### src/hw/rtl/sbtc_pkg.sv
package sbtc_pkg;

  localparam int DEFAULT_MAX_WIDTH  = 256;
  localparam int DEFAULT_MAX_HEIGHT = 256;

  // A texel is a hull candidate when a frame's neighbor count is below this.
  localparam int NEIGHBOR_LIMIT = 5;

  localparam logic [8:0] RESET_SUB_WIDTH  = 9'd64;
  localparam logic [8:0] RESET_SUB_HEIGHT = 9'd64;

  // Number of result lanes: one for each position an item can decide.
  localparam int LANES = 4;

  typedef enum logic [1:0] {
    REG_THRESHOLD    = 2'd0,
    REG_OPACITY_MODE = 2'd1,
    REG_SUB_WIDTH    = 2'd2,
    REG_SUB_HEIGHT   = 2'd3
  } cfg_reg_t;

  typedef enum logic [2:0] {
    OPQ_BYTE3 = 3'd0,
    OPQ_BYTE0 = 3'd1,
    OPQ_BYTE1 = 3'd2,
    OPQ_BYTE2 = 3'd3,
    OPQ_MEAN  = 3'd4
  } opacity_mode_t;

  typedef struct packed {
    logic [31:0] texel_now;
    logic [31:0] texel_next;
  } texel_item_t;

  typedef struct packed {
    logic [7:0] col;
    logic [7:0] row;
    logic       is_candidate;
    logic       run_last;
    logic       image_done;
  } result_item_t;

  // One lane's finding, handed to the result buffer.
  typedef struct packed {
    logic         en;
    result_item_t item;
  } lane_result_t;

  // 3x3 neighborhood of two-bit opacity codes (bit 0 now, bit 1 next).
  typedef logic [2:0][2:0][1:0] window_t;

  // Opacity byte of a texel. The mean of three bytes uses a reciprocal
  // multiply: floor(s * 683 / 2048) equals floor(s / 3) for s up to 765.
  function automatic logic [7:0] opacity_of(logic [31:0] texel, logic [2:0] mode);
    logic [9:0]  sum;
    logic [19:0] scaled;
    logic [7:0]  value;
    sum    = 10'(texel[7:0]) + 10'(texel[15:8]) + 10'(texel[23:16]);
    scaled = 20'(sum) * 20'd683;
    case (mode)
      OPQ_BYTE3: value = texel[31:24];
      OPQ_BYTE0: value = texel[7:0];
      OPQ_BYTE1: value = texel[15:8];
      OPQ_BYTE2: value = texel[23:16];
      default:   value = scaled[18:11];
    endcase
    return value;
  endfunction

endpackage

### src/hw/rtl/sbtc_ram.sv
module sbtc_ram #(
  parameter int WIDTH = 4,
  parameter int DEPTH = 256
) (
  input  logic                     clk,
  input  logic                     we,
  input  logic [$clog2(DEPTH)-1:0] waddr,
  input  logic [WIDTH-1:0]         wdata,
  input  logic                     re,
  input  logic [$clog2(DEPTH)-1:0] raddr,
  output logic [WIDTH-1:0]         rdata
);

  logic [WIDTH-1:0] mem [DEPTH];

  // A read of the address being written returns the old contents.
  always_ff @(posedge clk) begin
    if (we) begin
      mem[waddr] <= wdata;
    end
    if (re) begin
      rdata <= mem[raddr];
    end
  end

endmodule

### src/hw/rtl/sbtc_lane.sv
module sbtc_lane (
  input  sbtc_pkg::window_t win,
  output logic              cand
);

  logic [3:0] cnt_now;
  logic [3:0] cnt_next;
  logic [1:0] centre;

  always_comb begin
    cnt_now  = '0;
    cnt_next = '0;
    for (int dy = 0; dy < 3; dy++) begin
      for (int dx = 0; dx < 3; dx++) begin
        if (!(dy == 1 && dx == 1)) begin
          cnt_now  = cnt_now + 4'(win[dy][dx][0]);
          cnt_next = cnt_next + 4'(win[dy][dx][1]);
        end
      end
    end
  end

  // A transparent frame counts as fully surrounded, so only an opaque frame
  // with a sparse neighborhood makes the texel a candidate.
  assign centre = win[1][1];
  assign cand = (centre[0] && (cnt_now < 4'(sbtc_pkg::NEIGHBOR_LIMIT))) ||
                (centre[1] && (cnt_next < 4'(sbtc_pkg::NEIGHBOR_LIMIT)));

endmodule

### src/hw/rtl/sbtc_result_buf.sv
module sbtc_result_buf (
  input  logic                                       clk,
  input  logic                                       rst,
  input  logic                                       load,
  input  sbtc_pkg::lane_result_t [sbtc_pkg::LANES-1:0] lanes,
  output logic                                       can_load,
  output logic                                       result_valid,
  input  logic                                       result_stall,
  output sbtc_pkg::result_item_t                     result
);

  logic [sbtc_pkg::LANES-1:0]      mask;
  logic [sbtc_pkg::LANES-1:0]      mask_next;
  logic [sbtc_pkg::LANES-1:0]      head;
  sbtc_pkg::result_item_t          items [sbtc_pkg::LANES];
  logic [$clog2(sbtc_pkg::LANES)-1:0] head_idx;

  // The lowest pending lane goes out first, which keeps raster order.
  assign head = mask & (~mask + 1'b1);

  always_comb begin
    head_idx = '0;
    for (int i = sbtc_pkg::LANES - 1; i >= 0; i--) begin
      if (mask[i]) begin
        head_idx = ($clog2(sbtc_pkg::LANES))'(i);
      end
    end
  end

  assign result_valid = |mask;
  assign result       = items[head_idx];

  always_comb begin
    mask_next = mask;
    if (result_valid && !result_stall) begin
      mask_next = mask & ~head;
    end
  end

  assign can_load = (mask_next == '0);

  always_ff @(posedge clk) begin
    if (rst) begin
      mask <= '0;
    end else if (load) begin
      for (int i = 0; i < sbtc_pkg::LANES; i++) begin
        mask[i] <= lanes[i].en;
      end
    end else begin
      mask <= mask_next;
    end
  end

  always_ff @(posedge clk) begin
    if (load) begin
      for (int i = 0; i < sbtc_pkg::LANES; i++) begin
        items[i] <= lanes[i].item;
      end
    end
  end

endmodule

### src/hw/rtl/sprite_boundary_texel_classifier.sv
// Sprite boundary texel classifier.
// Texel items arrive in raster order on the texel channel (texel_valid,
// texel_stall, texel); each carries the current-frame and next-frame texel
// of one position of a sub_width x sub_height sub-image. Decisions leave on
// the result channel (result_valid, result_stall, result) in raster order,
// one per handshake, each texel decided exactly once. An item yields zero to
// four results; run_last marks the last one it caused. The user must write
// configuration over the APB port while no item is in flight; the block does
// not enforce it. Writing sub_width or sub_height restarts the sub-image.
// Each item passes the classify stage register into the result buffer.
// Throughput: one item per cycle as long as each item yields at most one
// result; the single result port sets the limit, so an item with several
// results holds the input while they drain. The classify stage waits for
// the four-entry result buffer, which drains one entry a cycle. When the
// receiver stalls, the result buffer holds its item and the input stalls
// once the classify stage is full; nothing is lost or repeated.
// Reset clears the registers to their reset values, empties the pipeline
// and restarts at row 0, column 0. The two row stores are not cleared: an
// entry is read only after the same sub-image has written it.
module sprite_boundary_texel_classifier #(
  parameter int MAX_WIDTH  = sbtc_pkg::DEFAULT_MAX_WIDTH,
  parameter int MAX_HEIGHT = sbtc_pkg::DEFAULT_MAX_HEIGHT
) (
  input  logic                   clk,
  input  logic                   rst,
  input  logic                   psel,
  input  logic                   penable,
  input  logic                   pwrite,
  input  logic [3:0]             paddr,
  input  logic [31:0]            pwdata,
  output logic [31:0]            prdata,
  output logic                   pready,
  input  logic                   texel_valid,
  output logic                   texel_stall,
  input  sbtc_pkg::texel_item_t  texel,
  output logic                   result_valid,
  input  logic                   result_stall,
  output sbtc_pkg::result_item_t result
);

  localparam int CW = $clog2(MAX_WIDTH);
  localparam int RW = $clog2(MAX_HEIGHT);

  // Configuration registers.
  logic [7:0] threshold;
  logic [2:0] opacity_mode;
  logic [8:0] sub_width;
  logic [8:0] sub_height;
  logic       cfg_write;
  logic       restart;

  assign pready    = 1'b1;
  assign cfg_write = psel && penable && pwrite;

  always_comb begin
    case (sbtc_pkg::cfg_reg_t'(paddr[3:2]))
      sbtc_pkg::REG_THRESHOLD:    prdata = 32'(threshold);
      sbtc_pkg::REG_OPACITY_MODE: prdata = 32'(opacity_mode);
      sbtc_pkg::REG_SUB_WIDTH:    prdata = 32'(sub_width);
      sbtc_pkg::REG_SUB_HEIGHT:   prdata = 32'(sub_height);
      default:                    prdata = '0;
    endcase
  end

  always_ff @(posedge clk) begin
    if (rst) begin
      threshold    <= '0;
      opacity_mode <= sbtc_pkg::OPQ_BYTE3;
      sub_width    <= sbtc_pkg::RESET_SUB_WIDTH;
      sub_height   <= sbtc_pkg::RESET_SUB_HEIGHT;
    end else if (cfg_write) begin
      case (sbtc_pkg::cfg_reg_t'(paddr[3:2]))
        sbtc_pkg::REG_THRESHOLD:    threshold    <= pwdata[7:0];
        sbtc_pkg::REG_OPACITY_MODE: opacity_mode <= pwdata[2:0];
        sbtc_pkg::REG_SUB_WIDTH:    sub_width    <= pwdata[8:0];
        sbtc_pkg::REG_SUB_HEIGHT:   sub_height   <= pwdata[8:0];
        default: ;
      endcase
    end
  end

  assign restart = cfg_write &&
                   ((sbtc_pkg::cfg_reg_t'(paddr[3:2]) == sbtc_pkg::REG_SUB_WIDTH) ||
                    (sbtc_pkg::cfg_reg_t'(paddr[3:2]) == sbtc_pkg::REG_SUB_HEIGHT));

  // Last column and last row, with a zero size taken as one and an oversized
  // one taken as the maximum.
  logic [CW-1:0] wlast;
  logic [RW-1:0] hlast;

  always_comb begin
    if (sub_width == '0) begin
      wlast = '0;
    end else if (32'(sub_width) > MAX_WIDTH) begin
      wlast = CW'(MAX_WIDTH - 1);
    end else begin
      wlast = CW'(sub_width - 9'd1);
    end
    if (sub_height == '0) begin
      hlast = '0;
    end else if (32'(sub_height) > MAX_HEIGHT) begin
      hlast = RW'(MAX_HEIGHT - 1);
    end else begin
      hlast = RW'(sub_height - 9'd1);
    end
  end

  // Input stage: position counters, opacity bits and the row store read.
  logic          texel_accept;
  logic [CW-1:0] col_counter;
  logic [RW-1:0] row_counter;
  logic          at_last_col;
  logic          at_last_row;
  logic [1:0]    cur_bits;

  assign at_last_col = (col_counter == wlast);
  assign at_last_row = (row_counter == hlast);

  assign cur_bits = {
    sbtc_pkg::opacity_of(texel.texel_next, opacity_mode) > threshold,
    sbtc_pkg::opacity_of(texel.texel_now, opacity_mode) > threshold
  };

  always_ff @(posedge clk) begin
    if (rst || restart) begin
      col_counter <= '0;
      row_counter <= '0;
    end else if (texel_accept) begin
      if (at_last_col) begin
        col_counter <= '0;
        row_counter <= at_last_row ? '0 : row_counter + 1'b1;
      end else begin
        col_counter <= col_counter + 1'b1;
      end
    end
  end

  // Classify stage. Its row store read data arrives from the RAM; when the
  // previous item wrote the same column in the cycle of the read, that
  // write is forwarded instead.
  logic          s1_valid;
  logic          s1_adv;
  logic [CW-1:0] s1_c;
  logic [RW-1:0] s1_r;
  logic [1:0]    s1_cur;
  logic          s1_r_ge1;
  logic          s1_r_ge2;
  logic          s1_c_ge1;
  logic          s1_c_ge2;
  logic          s1_last_col;
  logic          s1_last_row;
  logic          s1_byp;
  logic [3:0]    s1_byp_data;
  logic          can_load;
  logic [3:0]    ram_rdata;
  logic [3:0]    store_rd;
  logic [3:0]    store_wr;
  logic [1:0]    top_bits;
  logic [1:0]    mid_bits;
  logic [5:0]    newcol;
  logic [5:0]    wc0;
  logic [5:0]    wc1;

  assign s1_adv       = s1_valid && can_load;
  assign texel_stall  = s1_valid && !s1_adv;
  assign texel_accept = texel_valid && !texel_stall;

  always_ff @(posedge clk) begin
    if (rst) begin
      s1_valid <= 1'b0;
    end else if (texel_accept) begin
      s1_valid <= 1'b1;
    end else if (s1_adv) begin
      s1_valid <= 1'b0;
    end
  end

  always_ff @(posedge clk) begin
    if (texel_accept) begin
      s1_c        <= col_counter;
      s1_r        <= row_counter;
      s1_cur      <= cur_bits;
      s1_r_ge1    <= (row_counter != '0);
      s1_r_ge2    <= (row_counter > RW'(1));
      s1_c_ge1    <= (col_counter != '0);
      s1_c_ge2    <= (col_counter > CW'(1));
      s1_last_col <= at_last_col;
      s1_last_row <= at_last_row;
      s1_byp      <= s1_adv && (s1_c == col_counter);
      s1_byp_data <= store_wr;
    end
  end

  // Each entry holds {row r-2, row r-1} for its column.
  sbtc_ram #(
    .WIDTH(4),
    .DEPTH(MAX_WIDTH)
  ) u_row_store (
    .clk  (clk),
    .we   (s1_adv),
    .waddr(s1_c),
    .wdata(store_wr),
    .re   (texel_accept),
    .raddr(col_counter),
    .rdata(ram_rdata)
  );

  assign store_rd = s1_byp ? s1_byp_data : ram_rdata;
  assign store_wr = {store_rd[1:0], s1_cur};
  assign top_bits = s1_r_ge2 ? store_rd[3:2] : 2'b00;
  assign mid_bits = s1_r_ge1 ? store_rd[1:0] : 2'b00;
  assign newcol   = {s1_cur, mid_bits, top_bits};

  // Two-column window; it empties at the end of each row.
  always_ff @(posedge clk) begin
    if (rst || restart) begin
      wc0 <= '0;
      wc1 <= '0;
    end else if (s1_adv) begin
      if (s1_last_col) begin
        wc0 <= '0;
        wc1 <= '0;
      end else begin
        wc1 <= wc0;
        wc0 <= newcol;
      end
    end
  end

  // 4x4 grid: rows r-2..r+1, columns c-2..c+1. Row r+1 and column c+1 lie
  // outside the sub-image whenever a lane uses them, so they hold zero.
  logic [3:0][5:0]       cols;
  logic [3:0][3:0][1:0]  grid;

  always_comb begin
    cols[0] = s1_c_ge2 ? wc1 : 6'd0;
    cols[1] = s1_c_ge1 ? wc0 : 6'd0;
    cols[2] = newcol;
    cols[3] = 6'd0;
    for (int gx = 0; gx < 4; gx++) begin
      for (int gy = 0; gy < 3; gy++) begin
        grid[gy][gx] = cols[gx][2*gy +: 2];
      end
      grid[3][gx] = 2'b00;
    end
  end

  // Lane i decides the texel at row offset i/2 and column offset i%2 from
  // (r-1, c-1): the upper-left neighbor, the upper neighbor at a row end,
  // the left neighbor on the last row, and the final texel itself.
  logic [sbtc_pkg::LANES-1:0]                  lane_en;
  logic [sbtc_pkg::LANES-1:0]                  lane_cand;
  sbtc_pkg::lane_result_t [sbtc_pkg::LANES-1:0] lanes;
  logic [7:0]                                  row_prev;
  logic [7:0]                                  row_here;
  logic [7:0]                                  col_prev;
  logic [7:0]                                  col_here;

  assign lane_en[0] = s1_r_ge1 && s1_c_ge1;
  assign lane_en[1] = s1_r_ge1 && s1_last_col;
  assign lane_en[2] = s1_last_row && s1_c_ge1;
  assign lane_en[3] = s1_last_row && s1_last_col;

  assign row_here = 8'(s1_r);
  assign row_prev = 8'(s1_r - 1'b1);
  assign col_here = 8'(s1_c);
  assign col_prev = 8'(s1_c - 1'b1);

  for (genvar i = 0; i < sbtc_pkg::LANES; i++) begin : g_lane
    sbtc_pkg::window_t win;

    always_comb begin
      for (int dy = 0; dy < 3; dy++) begin
        for (int dx = 0; dx < 3; dx++) begin
          win[dy][dx] = grid[dy + i / 2][dx + i % 2];
        end
      end
    end

    sbtc_lane u_lane (
      .win (win),
      .cand(lane_cand[i])
    );

    always_comb begin
      lanes[i].en                = lane_en[i];
      lanes[i].item.col          = (i % 2 == 1) ? col_here : col_prev;
      lanes[i].item.row          = (i / 2 == 1) ? row_here : row_prev;
      lanes[i].item.is_candidate = lane_cand[i];
      lanes[i].item.run_last     = lane_en[i] && ((lane_en >> (i + 1)) == '0);
      lanes[i].item.image_done   = (i == sbtc_pkg::LANES - 1);
    end
  end

  sbtc_result_buf u_result_buf (
    .clk         (clk),
    .rst         (rst),
    .load        (s1_adv),
    .lanes       (lanes),
    .can_load    (can_load),
    .result_valid(result_valid),
    .result_stall(result_stall),
    .result      (result)
  );

  // The final texel's decision is always the last one its item causes.
  assert property (@(posedge clk) disable iff (rst)
    result_valid && result.image_done |-> result.run_last)
    else $error("image_done result is not the last of its item");

  // A classify stage that cannot move on keeps its item.
  assert property (@(posedge clk) disable iff (rst)
    s1_valid && !s1_adv && !restart |=> s1_valid && $stable(s1_c) && $stable(s1_r))
    else $error("classify stage lost or changed a held item");

  // The position counters never leave the sub-image.
  assert property (@(posedge clk) disable iff (rst)
    col_counter <= wlast && row_counter <= hlast)
    else $error("position counter outside the sub-image");

endmodule

### config.mk
export PLATFORM = sky130hd
export DESIGN_NAME = sprite_boundary_texel_classifier
export DESIGN_NICKNAME = d
export VERILOG_FILES = /design/src/hw/rtl/sbtc_pkg.sv /design/src/hw/rtl/sbtc_ram.sv /design/src/hw/rtl/sbtc_lane.sv /design/src/hw/rtl/sbtc_result_buf.sv /design/src/hw/rtl/sprite_boundary_texel_classifier.sv
export SDC_FILE = /design/constraint.sdc
export NUM_CORES = 2
export LEC_CHECK = 0
export ABC_AREA = 1
export BUFFER_PORTS_ARGS = -buffer_cell sky130_fd_sc_hd__buf_2
export CELL_PAD_IN_SITES_DETAIL_PLACEMENT = 0
export CELL_PAD_IN_SITES_GLOBAL_PLACEMENT = 1
export CORE_ASPECT_RATIO = 1.2
export CORE_MARGIN = 5
export CORE_UTILIZATION = 45
export DETAILED_ROUTE_END_ITERATION = 12
export PLACE_DENSITY = 0.77
export SLEW_MARGIN = 20
export SYNTH_ARGS = -nofsm -noshare
export SYNTH_HDL_FRONTEND = slang
export SYNTH_HIERARCHICAL = 1
export SYNTH_SLANG_ARGS = --single-unit
### constraint.sdc
create_clock -name clk -period 19.26 [get_ports clk]
set_input_delay 1.926 -clock clk [delete_from_list [all_inputs] [get_ports clk]]
set_output_delay 1.926 -clock clk [all_outputs]
set_load 0.005 [all_outputs]
==> flow_summary.ini <==
[final_layout]
layoutNonFillerInstCount = 7474
post-route-util = 0.489
drive_gt1_frac = 0.0652
layout_commonest_cell = nand2_1
fin_nets = 6071
layout_common_cells = 1,482 x nand2_1, 1,146 x nand3_1, 1,133 x edfxtp_1
syn2layout_area_growth_pct = 8.20

[worst_setup_path]
r2r_end = u_row_store/rdata[3]
r2r_start = col_counter[0]
worstPathMaxFanout = 5
cp_slowest_stage_delay_ns = 0.54
r2r_cells = 12
regToRegSetupSlack_ns = 15.45
crit_arrival_ns = 8.99
cp-start-kind = primary input
critical_path.top_delay_family = adder cells
worstSetupEndpoint = s1_cur[0]
path_common_cell = inv_1
path_class = primary input to flop
worst_setup_path_end_kind = flop
cp.depth = 31
cp.required_ns = 19.78
critPathBufInv = 7
crit_slowest_cell = fa_1
crit_start = texel[41]

[min_path]
hp-class = flop to flop
hold_depth = 0

[placed_design]
hpwl_mm = 88.5
place_inst = 7275
place_congestion = 0.826
port_buffers = 111

[drt]
viasPerCell = 5.34
via_count = 39923
postRouteAntennaNets = 0
wl_per_cell_um = 19.3
drtIter0Drc = 3138
first_pass_iters = 5
finalWirelength_mm = 144
drc = 0

[clock_network]
cts_setup_buffers = 0
clkLatencyLatePin_ns = 0.72
cts_tree = yes
numCtsBuffers = 108
clock_path_buffers = 3
clk_pin_slew_ns = 0.06
ctsResizeCount = 0
ctsHoldBuffers = 0
htreeDepth = 3
clock-sinks = 1195
clock-root-buffer = clkbuf_16

[synth]
synthSimpleGateAreaFrac = 0.230
synth_area_leaders = edfxtp_1 58%, nand3_1 9.8%, nand2_1 9.6%
netlist_area_mm2 = 0.0586
synthCells = 5702
synth_xor_area_frac = 0.00837
postSynthAreaPerCell_um2 = 10.3
netlist.area_leader.share = 0.581
synth_compound_area_frac = 0.0263
seq_area_frac_synth = 0.602
synth.largest_area_cell = edfxtp_1
synth_warnings = 6
synth_top_family_by_area = simple AND/OR/NAND/NOR gates
synth_fa_ha_area_frac = 0.0688
synthMuxAreaShare = 0
ys_seq_elements = 1195
ys_types = 59

[floorplanning]
ios = 161
chipHeight_um = 405
die_area_mm2 = 0.138
core_area_mm2 = 0.130
start_util = 0.452
row_count = 145
fp.dieW_um = 339

[sta]
tns_ns = 0
fin_crit_sh = 0.439
setup_viol = 0
finalHoldViolCount = 0
maxSlewHeadroom = 0.298
slew_violations = 0
period_minus_slack_ns = 8.46
rsz0062_at_grt = no
worstMarginPinSlew_ns = 1.05
fin_worst_skew_ns = 0.0502
clock.fmax_mhz = 118

[power]
p_leak_nw = 24.3
power_frac_seq = 0.355
internal_power_mw = 5.29
cellPowerDensity_mw_per_mm2 = 132
combPwrFrac = 0.396
ir_worst_vdd_v = 0.000175
power_switching_mw = 3.10
sw_frac_of_total = 0.369
power_frac_clock = 0.249

[grt]
grt_overflow = 0
grt_pass1_vias = 39145
antenna_found_initial = 2
track_usage = 0.206
grt_max_degree = 237
grt_pass1_wl_mm = 223

[outcome]
status = completed

[job]
cap_violations = 0
-- final cells by class --
cell class | instances | area [um^2]
inverters | 475 | 1810
diodes | 1 | 2.50
clock inverters | 68 | 644
flip-flops and latches | 1195 | 35300
multi-input cells | 3761 | 19800
repair buffers | 155 | 981
fillers | 11764 | 66300
clock buffers | 129 | 2800
well taps | 1690 | 2110
-- sequential cells by signal (all words and copies together), names as in the netlist, 2 cells and up --
register	flops
sub_width	9
opacity_mode	3
wc0	6
s1_byp_data	4
s1_cur	2
threshold	8
wc1	6
u_row_store/rdata	4
sub_height	9
row_here	8
col_here	8
row_counter	8
u_result_buf/items	76
col_counter	8
u_row_store/mem	1024
u_result_buf/mask	4
-- per-stage QoR --
| step | hold slack, ns | power [mW] | cell area [um^2] | setup WS, ns |
|---|---|---|---|---|
| final | 0.472 | 8.39 | 63400 | 10.80 |
| after floorplan | 0.406 | 5.58 | 58800 | 11.13 |
| after global routing | 0.484 | 9.08 | 63400 | 10.19 |
| after detailed placement | 0.475 | 6.34 | 59900 | 10.07 |
| after CTS | 0.465 | 8.45 | 63400 | 10.78 |
| after global placement | 0.471 | 6.32 | 59900 | 10.11 |
-- worst register-to-register path, cell delays in order (launching register included) --
cell,delay (ns)
dfxtp_4,0.65
buf_4,0.70
buf_4,0.74
nand2_1,0.20
nand3_1,0.14
nand3_1,0.11
nand3_1,0.16
nand3_1,0.20
nand2_1,0.13
nand2_1,0.07
nand3_1,0.15
nand3_1,0.17
nand2_1,0.23
-- worst min-delay path by stage --
stage                   start                   endpoint  slack (ns)
2_1_floorplan  row_counter[2]                row_here[2]        0.41
3_3_place_gp           wc0[2]                     wc0[2]        0.47
3_5_place_dp           wc0[3]                     wc0[3]        0.47
4_1_cts           row_here[7]  u_result_buf/items[2][10]        0.46
5_1_grt           row_here[7]  u_result_buf/items[3][10]        0.48
6_report          row_here[7]  u_result_buf/items[3][10]        0.47
-- logic make-up after synthesis --
logic type | after synthesis
buffers and inverters | 794
flip-flops | 1195
adder cells (fa/ha/maj) | 268
AND/OR/NAND/NOR | 3124
other | 2
AO/OA/AOI/OAI | 263
XOR/XNOR | 56
-- synthesized netlist by cell type, drive strengths merged --
| library cell | instances |
|---|---|
| nand2 | 1504 |
| nand3 | 1154 |
| edfxtp | 1133 |
| inv | 475 |
| nor2 | 404 |
| buf | 242 |
| ha | 178 |
| a21oi | 115 |
| fa | 90 |
| o21ai | 80 |
| clkbuf | 77 |
| dfxtp | 62 |
| xor2 | 35 |
| xnor2 | 21 |
| nand4 | 20 |
| nor3 | 18 |
| a221oi | 10 |
| or2 | 10 |
| a22oi | 9 |
| o221ai | 7 |
| o22ai | 7 |
| a21o | 6 |
| nor4 | 6 |
| o21bai | 6 |
| a221o | 3 |
| a22o | 3 |
| a31oi | 3 |
| o2111ai | 3 |
| o211ai | 3 |
| and2 | 2 |
| conb | 2 |
| nand3b | 2 |
| nor3b | 2 |
| o21ba | 2 |
| or3 | 2 |
| a211oi | 1 |
| a21boi | 1 |
| o21a | 1 |
| o2bb2ai | 1 |
| o32a | 1 |
| o32ai | 1 |
-- power groups by stage --
stage	combinational [mW]	sequential, mW	clock, mW
global route	3.86	2.98	2.24
CTS	3.34	2.97	2.13
finish	3.32	2.97	2.09
global placement	3.29	3.03	0
detailed placement	3.31	3.03	0
floorplan	2.51	3.07	0
-- per-layer routing --
metal | part of all wire | global-route usage
met1 | 0.42 | 0.266
met2 | 0.50 | 0.363
met3 | 0.054 | 0.0252
met4 | 0.029 | 0.0668
met5 | 0 | 0
(Power assumes the default switching activity.)
